--- src/design/sdg_pkg.sv ---
`default_nettype none
package sdg_pkg;

  // Defaults for the top level parameters
  localparam int COEF_WIDTH_DEF = 32;
  localparam int MAX_DIGITS_DEF = 8;

  // Fixed field widths
  localparam int DIGIT_W       = 17;
  localparam int LEVEL_W       = 3;
  localparam int BASE_LOG_W    = 5;
  localparam int DIGIT_COUNT_W = 4;
  localparam int CFG_IDX_W     = 2;
  localparam int CFG_DATA_W    = 5;

  localparam logic [BASE_LOG_W-1:0]    BASE_LOG_CAP    = BASE_LOG_W'(16);
  localparam logic [BASE_LOG_W-1:0]    BASE_LOG_RST    = BASE_LOG_W'(7);
  localparam logic [DIGIT_COUNT_W-1:0] DIGIT_COUNT_RST = DIGIT_COUNT_W'(3);

  typedef enum logic [CFG_IDX_W-1:0] {
    REG_BASE_LOG    = 2'd0,
    REG_DIGIT_COUNT = 2'd1
  } cfg_reg_t;

  // One digit on its way to the output register, sign not yet applied
  typedef struct packed {
    logic [DIGIT_W-1:0] digit;
    logic               neg;
    logic [LEVEL_W-1:0] level;
    logic               last;
  } digit_item_t;

endpackage
`default_nettype wire

--- src/design/sdg_coef_if.sv ---
`default_nettype none
interface sdg_coef_if
  import sdg_pkg::*;
#(
  parameter int COEF_WIDTH = COEF_WIDTH_DEF
) ();
  logic                         valid;
  logic                         ready;
  logic signed [COEF_WIDTH-1:0] coefficient;

  modport source (output valid, output coefficient, input ready);
  modport sink   (input valid, input coefficient, output ready);
endinterface
`default_nettype wire

--- src/design/sdg_digit_if.sv ---
`default_nettype none
interface sdg_digit_if
  import sdg_pkg::*;
();
  logic                      valid;
  logic                      ready;
  logic signed [DIGIT_W-1:0] signed_digit;
  logic [LEVEL_W-1:0]        level;
  logic                      last_digit;

  modport source (output valid, output signed_digit, output level, output last_digit,
                  input ready);
  modport sink   (input valid, input signed_digit, input level, input last_digit,
                  output ready);
endinterface
`default_nettype wire

--- src/design/sdg_digit_gen.sv ---
`default_nettype none
module sdg_digit_gen
  import sdg_pkg::*;
#(
  parameter int XW    = 31,
  parameter int CNT_W = 4
) (
  input  wire logic                  clk,
  input  wire logic                  rst_n,
  input  wire logic                  ld_valid,
  output logic                       ld_ready,
  input  wire logic [XW-1:0]         ld_mag,
  input  wire logic                  ld_neg,
  input  wire logic [BASE_LOG_W-1:0] bl,
  input  wire logic [CNT_W-1:0]      count,
  output logic                       dn_valid,
  input  wire logic                  dn_ready,
  output digit_item_t                dn_item
);

  // digit stage: holds the running magnitude
  logic              busy_r;
  logic [XW-1:0]     mag_r;
  logic              neg_r;
  logic [CNT_W-1:0]  lvl_r;
  // digit register
  logic              dv_r;
  digit_item_t       dig_r;

  logic [XW-1:0]      base_x, mask_x, low_x, half_x, mag_nxt;
  logic [DIGIT_W-1:0] base_d, low_d, digit_nxt;
  logic               up, is_last, s3_ready, emit, load;

  always_comb begin
    base_x    = XW'(1) << bl;
    mask_x    = base_x - XW'(1);
    half_x    = base_x >> 1;
    low_x     = mag_r & mask_x;
    up        = low_x > half_x;
    base_d    = DIGIT_W'(1) << bl;
    low_d     = {1'b0, low_x[DIGIT_W-2:0]};
    digit_nxt = up ? (low_d - base_d) : low_d;
    mag_nxt   = (mag_r >> bl) + XW'(up);
    is_last   = (lvl_r + CNT_W'(1)) == count;
    s3_ready  = !dv_r || dn_ready;
    emit      = busy_r && s3_ready;
    ld_ready  = !busy_r || (emit && is_last);
    load      = ld_valid && ld_ready;
  end

  always_ff @(posedge clk) begin
    if (!rst_n) begin
      busy_r <= 1'b0;
      dv_r   <= 1'b0;
    end else begin
      if (load) begin
        busy_r <= 1'b1;
      end else if (emit && is_last) begin
        busy_r <= 1'b0;
      end
      if (s3_ready) begin
        dv_r <= busy_r;
      end
    end
  end

  always_ff @(posedge clk) begin
    if (load) begin
      mag_r <= ld_mag;
      neg_r <= ld_neg;
      lvl_r <= '0;
    end else if (emit) begin
      mag_r <= mag_nxt;
      lvl_r <= lvl_r + CNT_W'(1);
    end
    if (emit) begin
      dig_r.digit <= digit_nxt;
      dig_r.neg   <= neg_r;
      dig_r.level <= LEVEL_W'(lvl_r);
      dig_r.last  <= is_last;
    end
  end

  assign dn_valid = dv_r;
  assign dn_item  = dig_r;

endmodule
`default_nettype wire

--- src/design/signed_gadget_decomposition.sv ---
`default_nettype none
// Channel   Dir  Payload                                 Transaction
// in_ch     in   coefficient (COEF_WIDTH, signed)         one per coefficient
// out_ch    out  signed_digit (17, signed), level, last   one per digit
// cfg_*     in   cfg_index, cfg_wdata                     one per cfg_we cycle
//
// Digits: max(1, min(digit_count, MAX_DIGITS)) per coefficient; the generator
// emits one digit per cycle unless out_ch stalls, taking the next coefficient
// in the cycle of the last digit. Path: stage 1, sequencer, digit, output regs.
// Reset: synchronous, active low; base_log = 7, digit_count = 3, pipe empty.
// Stalls: out_ch.ready low holds the output register; backpressure ripples
// up stage by stage, nothing dropped or repeated.
module signed_gadget_decomposition
  import sdg_pkg::*;
#(
  parameter int COEF_WIDTH = COEF_WIDTH_DEF,
  parameter int MAX_DIGITS = MAX_DIGITS_DEF
) (
  input  wire logic                  clk,
  input  wire logic                  rst_n,
  sdg_coef_if.sink                   in_ch,
  sdg_digit_if.source                out_ch,
  input  wire logic                  cfg_we,
  input  wire logic [CFG_IDX_W-1:0]  cfg_index,
  input  wire logic [CFG_DATA_W-1:0] cfg_wdata
);

  localparam int MW    = COEF_WIDTH - 1;                 // magnitude bits
  localparam int XW    = (MW > DIGIT_W) ? MW : DIGIT_W;  // working width
  localparam int CNT_W = $clog2(MAX_DIGITS + 1);

  // config registers
  logic [BASE_LOG_W-1:0]    base_log_r;
  logic [DIGIT_COUNT_W-1:0] digit_count_r;

  always_ff @(posedge clk) begin
    if (!rst_n) begin
      base_log_r    <= BASE_LOG_RST;
      digit_count_r <= DIGIT_COUNT_RST;
    end else if (cfg_we) begin
      unique case (cfg_index)
        REG_BASE_LOG:    base_log_r    <= cfg_wdata[BASE_LOG_W-1:0];
        REG_DIGIT_COUNT: digit_count_r <= cfg_wdata[DIGIT_COUNT_W-1:0];
        default: ;
      endcase
    end
  end

  // saturated config
  logic [BASE_LOG_W-1:0] bl_sat;
  logic [CNT_W-1:0]      count_sat;

  always_comb begin
    bl_sat = (base_log_r > BASE_LOG_CAP) ? BASE_LOG_CAP : base_log_r;
    if (digit_count_r == '0) begin
      count_sat = CNT_W'(1);
    end else if (32'(digit_count_r) > MAX_DIGITS) begin
      count_sat = CNT_W'(MAX_DIGITS);
    end else begin
      count_sat = CNT_W'(digit_count_r);
    end
  end

  // stage 1: magnitude and sign; most negative value clamps to max magnitude
  logic                  s1_v_r;
  logic [XW-1:0]         s1_mag_r;
  logic                  s1_neg_r;
  logic                  s1_ready, ld_ready;
  logic [COEF_WIDTH-1:0] coef_u, coef_negd;
  logic [MW-1:0]         mag_in;
  logic                  neg_in;

  always_comb begin
    coef_u    = in_ch.coefficient;
    neg_in    = coef_u[COEF_WIDTH-1];
    coef_negd = ~coef_u + COEF_WIDTH'(1);
    if (!neg_in) begin
      mag_in = coef_u[MW-1:0];
    end else if (coef_negd[COEF_WIDTH-1]) begin
      mag_in = '1;
    end else begin
      mag_in = coef_negd[MW-1:0];
    end
  end

  assign s1_ready    = !s1_v_r || ld_ready;
  assign in_ch.ready = s1_ready;

  always_ff @(posedge clk) begin
    if (!rst_n) begin
      s1_v_r <= 1'b0;
    end else if (s1_ready) begin
      s1_v_r <= in_ch.valid;
    end
  end

  always_ff @(posedge clk) begin
    if (s1_ready && in_ch.valid) begin
      s1_mag_r <= XW'(mag_in);
      s1_neg_r <= neg_in;
    end
  end

  // stages 2 and 3: digit sequencer and digit register
  logic        dn_valid, dn_ready;
  digit_item_t dn_item;

  sdg_digit_gen #(
    .XW    (XW),
    .CNT_W (CNT_W)
  ) u_digit_gen (
    .clk      (clk),
    .rst_n    (rst_n),
    .ld_valid (s1_v_r),
    .ld_ready (ld_ready),
    .ld_mag   (s1_mag_r),
    .ld_neg   (s1_neg_r),
    .bl       (bl_sat),
    .count    (count_sat),
    .dn_valid (dn_valid),
    .dn_ready (dn_ready),
    .dn_item  (dn_item)
  );

  // stage 4: sign applied, output register
  logic               o_v_r;
  logic [DIGIT_W-1:0] o_digit_r;
  logic [LEVEL_W-1:0] o_level_r;
  logic               o_last_r;

  assign dn_ready = !o_v_r || out_ch.ready;

  always_ff @(posedge clk) begin
    if (!rst_n) begin
      o_v_r <= 1'b0;
    end else if (dn_ready) begin
      o_v_r <= dn_valid;
    end
  end

  always_ff @(posedge clk) begin
    if (dn_ready && dn_valid) begin
      o_digit_r <= dn_item.neg ? (~dn_item.digit + DIGIT_W'(1)) : dn_item.digit;
      o_level_r <= dn_item.level;
      o_last_r  <= dn_item.last;
    end
  end

  assign out_ch.valid        = o_v_r;
  assign out_ch.signed_digit = o_digit_r;
  assign out_ch.level        = o_level_r;
  assign out_ch.last_digit   = o_last_r;

endmodule
`default_nettype wire

--- src/flat_wrapper.sv ---
// flat-port wrapper written by rule: the top's interface ports become plain ports
module signed_gadget_decomposition_flat import sdg_pkg::*;
#(
  parameter int COEF_WIDTH = COEF_WIDTH_DEF,
  parameter int MAX_DIGITS = MAX_DIGITS_DEF
)
  (clk, rst_n, cfg_we, cfg_index, cfg_wdata, in_ch_valid, in_ch_coefficient, in_ch_ready, out_ch_valid, out_ch_signed_digit, out_ch_level, out_ch_last_digit, out_ch_ready);
  sdg_coef_if #(.COEF_WIDTH(COEF_WIDTH)) in_ch_i ();
  sdg_digit_if out_ch_i ();
  input  wire logic clk;
  input  wire logic rst_n;
  input  wire logic cfg_we;
  input  wire logic [CFG_IDX_W-1:0] cfg_index;
  input  wire logic [CFG_DATA_W-1:0] cfg_wdata;
  input wire logic [$bits(in_ch_i.valid)-1:0] in_ch_valid;
  input wire logic [$bits(in_ch_i.coefficient)-1:0] in_ch_coefficient;
  output wire logic [$bits(in_ch_i.ready)-1:0] in_ch_ready;
  output wire logic [$bits(out_ch_i.valid)-1:0] out_ch_valid;
  output wire logic [$bits(out_ch_i.signed_digit)-1:0] out_ch_signed_digit;
  output wire logic [$bits(out_ch_i.level)-1:0] out_ch_level;
  output wire logic [$bits(out_ch_i.last_digit)-1:0] out_ch_last_digit;
  input wire logic [$bits(out_ch_i.ready)-1:0] out_ch_ready;
  assign in_ch_i.valid = in_ch_valid;
  assign in_ch_i.coefficient = in_ch_coefficient;
  assign in_ch_ready = in_ch_i.ready;
  assign out_ch_valid = out_ch_i.valid;
  assign out_ch_signed_digit = out_ch_i.signed_digit;
  assign out_ch_level = out_ch_i.level;
  assign out_ch_last_digit = out_ch_i.last_digit;
  assign out_ch_i.ready = out_ch_ready;
  signed_gadget_decomposition #(.COEF_WIDTH(COEF_WIDTH), .MAX_DIGITS(MAX_DIGITS)) u_core (.clk(clk), .rst_n(rst_n), .in_ch(in_ch_i), .out_ch(out_ch_i), .cfg_we(cfg_we), .cfg_index(cfg_index), .cfg_wdata(cfg_wdata));
endmodule
--- config.mk ---
export PLATFORM = sky130hd
export DESIGN_NAME = signed_gadget_decomposition_flat
export DESIGN_NICKNAME = d
export VERILOG_FILES = /design/src/design/sdg_pkg.sv /design/src/design/sdg_coef_if.sv /design/src/design/sdg_digit_if.sv /design/src/design/sdg_digit_gen.sv /design/src/design/signed_gadget_decomposition.sv /design/src/flat_wrapper.sv
export SDC_FILE = /design/constraint.sdc
export NUM_CORES = 1
export LEC_CHECK = 0
export BUFFER_PORTS_ARGS = -buffer_cell sky130_fd_sc_hd__buf_2
export CAP_MARGIN = 10
export CORE_MARGIN = 1
export CORE_UTILIZATION = 35
export CTS_CLUSTER_SIZE = 12
export DETAILED_ROUTE_END_ITERATION = 8
export MAX_ROUTING_LAYER = met4
export SYNTH_ARGS = -nofsm -noshare
export SYNTH_HDL_FRONTEND = slang
export SYNTH_SLANG_ARGS = --single-unit
--- constraint.sdc ---
create_clock -name clk -period 8.5 [get_ports clk]
set_input_delay 0.425 -clock clk [delete_from_list [all_inputs] [get_ports clk]]
set_output_delay 0.425 -clock clk [all_outputs]
set_load 0.01 [all_outputs]
==> results.cfg <==
[drt]
drtAntennaViolNets = 0
drc = 0
first_pass_iters = 8
drt-initial-drc-count = 713
vias = 8929
wl_microns = 28840
wl_per_cell_microns = 18.45
vias_per_cell = 5.713

[pwr]
power.leakage_nw = 4.399
switching_power_uw = 818.8
p_seq_share_pct = 38.8
peakVddDrop_mv = 0.1306
p_int_mw = 1.471
p_clk_share_pct = 31.7
cellPowerDensity_nw_per_um2 = 198.0
sw_frac_of_total_pct = 35.76
share_comb_of_total_power_pct = 29.6

[die]
start_util_pct = 35.84
chipHeight_microns = 173.9
rows = 62
fp.dieW_microns = 173.9
core_area_sq_um = 28860
dieArea_sq_um = 30240
io_pins = 67

[layout]
area_growth_pct = 11.85
fin_nets = 1255
drive_gt1_share_pct = 15.35
antenna_cells = 0
fin_cells = 1563

[critical_path]
endpoint_kind = flip-flop
startpoint_type = flip-flop
path_class = reg2reg
reg2reg_depth = 25
ff2ff_setup_slack_ns = 1.55
critical_path_required_ns = 8.67
startpoint = u_core.base_log_r[1]$_SDFFE_PN1P_
crit_fanout = 19
crit_arrival_ns = 7.11
r2r_start = u_core.base_log_r[1]$_SDFFE_PN1P_
r2r-end = u_core.u_digit_gen.mag_r[28]$_DFFE_PP_
crit_path_end = u_core.u_digit_gen.mag_r[28]$_DFFE_PP_

[yosys]
avgSynthCellArea_sq_um = 9.325
ys_ff_latch = 124
synth_cell_type_count = 90
synth_top_area_cell = edfxtp_1
synth-edff-count = 107
yosysTopAreaCellShare_pct = 31.07
yosysWarningCount = 0
synth.area.top_cells = edfxtp_1 31%, ha_1 5.3%, nand2_1 5.1%
synthArstFlopShare_pct = 0
seq_area_frac_synth_pct = 34.36
netlist_area_sq_um = 10340
ys.flop_type = edfxtp_1
syn_inst = 1109

[grt]
overflow = 0
grt_pass1_wl_microns = 46350
grt_usage_pct = 19.94
first_global_vias = 8525
grt_max_degree = 46
antenna_found_initial = 0

[sta]
skew_ns = 0.01671
finalHoldViolCount = 0
slew_headroom_pct = 26.94
period_share_pct = 81.72
drv_slew = 0
worst_pin_slew_ns = 1.091
finalSetupViolations = 0
period_needed_ns = 6.946
fmax_mhz = 144.0
rsz0062_at_grt = false
setup_tns_ns = 0

[clocking]
clock_latency_ns = 0.43
cts_resized = 0
cts_setup_buffers = 0
cts_root_buf = clkbuf_16
cts_buffers = 17
clock_sinks = 124
path_clk_slew_ns = 0.07
hold_buffers = 0
clock_path_buffers = 2
h-tree-depth = 4
tritoncts = done

[place]
port_buffers = 66
place_congestion = 0.9529
dp_hpwl_microns = 21260
placedCellCount = 1531

[status]
status = finished clean

[job]
cap_violations = 0

[worst_hold_path]
hold_path.class = in2reg
-- flip-flops by register name (all words and copies together) (netlist names) --
name / count
u_core.u_digit_gen.lvl_r: 4
u_core.u_digit_gen.neg_r: 1
u_core.out_ch.last_digit: 1
u_core.s1_mag_r: 31
u_core.s1_v_r: 1
u_core.digit_count_r: 4
u_core.base_log_r: 5
u_core.u_digit_gen.busy_r: 1
u_core.u_digit_gen.dn_item: 22
u_core.s1_neg_r: 1
u_core.out_ch.valid: 1
u_core.out_ch.level: 3
u_core.u_digit_gen.mag_r: 31
u_core.out_ch.signed_digit: 17
u_core.u_digit_gen.dn_valid: 1
-- worst max-delay path, stage by stage (launching register included) --
cell and delay (ns):
dfxtp_1 0.66, buf_4 0.33, and2b_1 0.38, nor2_1 0.13, nand2_1 0.14, ha_1 0.54, and2_1 0.22, o21ai_0 0.09
nand2_1 0.09, nand2_1 0.05, a21boi_0 0.41, ha_1 0.33, and4_1 0.23, nand3_1 0.14, nor4_1 0.08, a2bb2oi_1 0.13
a21oi_1 0.22, nand2_1 0.35, inv_1 0.55, ha_1 0.33, ha_1 0.22, nand3_1 0.24, nor2_2 0.36, nand4_1 0.16
xnor2_1 0.21, o31ai_1 0.08
-- kinds of logic (layout without fill, tap and decap cells) --
kind of cell	after synthesis	count (layout)	synth area share (%)
simple gates	432	432	20.99
other cells	2	23	0.07262
buf+inv	91	140	4.525
mux	60	60	9.401
compound gates	265	265	17.51
fa+ha+maj	45	45	5.517
xor+xnor	90	90	7.623
flops	124	124	34.36
-- power groups by stage --
stage / clock network [mW] / registers (mW) / logic [mW]
global route: 0.766 / 0.892 / 0.745
floorplan: 0 / 0.835 / 0.527
global placement: 0 / 0.893 / 0.664
CTS: 0.740 / 0.880 / 0.672
detailed placement: 0 / 0.893 / 0.668
finish: 0.725 / 0.887 / 0.678
-- cells in the mapped netlist, types with 12 or more instances --
cell	count
a21oi_1	53
and2_1	22
buf_2	21
clkbuf_1	28
dfxtp_1	17
edfxtp_1	107
ha_1	44
inv_1	24
mux2i_1	24
mux4_2	21
nand2_1	141
nand2b_1	17
nand3_1	45
nand4_1	15
nor2_1	80
nor2b_1	15
nor3_1	21
o21ai_0	59
o21ai_1	12
o31ai_1	17
xnor2_1	37
xor2_1	53
-- placed cells by master (no fill, tap or decap), types with 10 or more instances in the layout --
cell type  Yosys  final
a21o_1        11     11
a21oi_1       53     52
a31oi_1       11     11
and2_1        22     22
and3_1        11     11
buf_2         21     66
buf_4          4     16
clkbuf_16      0     18
conb_1         2     23
dfxtp_1       17     15
edfxtp_1     107    107
ha_1          44     44
inv_1         24     24
mux2i_1       24     24
mux4_2        21     21
nand2_1      141    141
nand2b_1      17     17
nand3_1       45     45
nand4_1       15     15
nor2_1        80     80
nor2b_1       15     14
nor3_1        21     21
o211ai_1      10     10
o21ai_0       59     59
o21ai_1       12     12
o31ai_1       17     17
or2_2         10     10
xnor2_1       37     37
xor2_1        53     53
-- cell type report --
cell class | instances | area (sq um)
multi-input combinational | 915 | 6405
clock inverter | 13 | 112.6
timing repair buffer | 82 | 450.4
tap | 384 | 480.5
clock buffer | 19 | 464.2
sequential | 124 | 3556
inverter | 26 | 97.59
fill | 2900 | 17290
-- stage by stage --
step | setup slack [ns] | hold slack [ns] | instance area (sq um) | power, mW | utilization, %
after floorplan | 2.942 | 0.4003 | 10420 | 1.362 | -
after global placement | 2.008 | 0.4046 | 10990 | 1.556 | 38.08
after detailed placement | 1.740 | 0.4057 | 10990 | 1.561 | 38.08
after CTS | 1.715 | 0.2358 | 11570 | 2.292 | 40.08
after global routing | 0.9811 | 0.2454 | 11570 | 2.403 | 40.08
final | 1.554 | 0.2438 | 11570 | 2.290 | 40.08
-- worst min path at each step --
stage                                                  startpoint                                   end  slack [ns]  cells after the start
after floorplan           u_core.u_digit_gen.dn_item[0]$_DFFE_PP_    u_core.out_ch.last_digit$_DFFE_PP_        0.40                      0
after global placement    u_core.u_digit_gen.dn_item[2]$_DFFE_PP_      u_core.out_ch.level[1]$_DFFE_PP_        0.40                      0
after detailed placement  u_core.u_digit_gen.dn_item[2]$_DFFE_PP_      u_core.out_ch.level[1]$_DFFE_PP_        0.41                      0
after CTS                                            cfg_wdata[0]  u_core.digit_count_r[0]$_SDFFE_PN1P_        0.24                      3
after global routing                                 cfg_wdata[1]  u_core.digit_count_r[1]$_SDFFE_PN1P_        0.25                      3
final                                                cfg_wdata[1]  u_core.digit_count_r[1]$_SDFFE_PN1P_        0.24                      3
-- per-layer routing --
metal  up-vias  share of wire [%]  GRT usage (%)  routed length, microns
met4         0                3.4          8.077                     982
met5         -                  0              -                       0
met1      4192                 43          25.38                   12460
li1       4253                  -              -                       -
met3        84                8.0          3.675                    2306
met2       400                 45          31.22                   13090
Power figures use the tool's default switching activity.
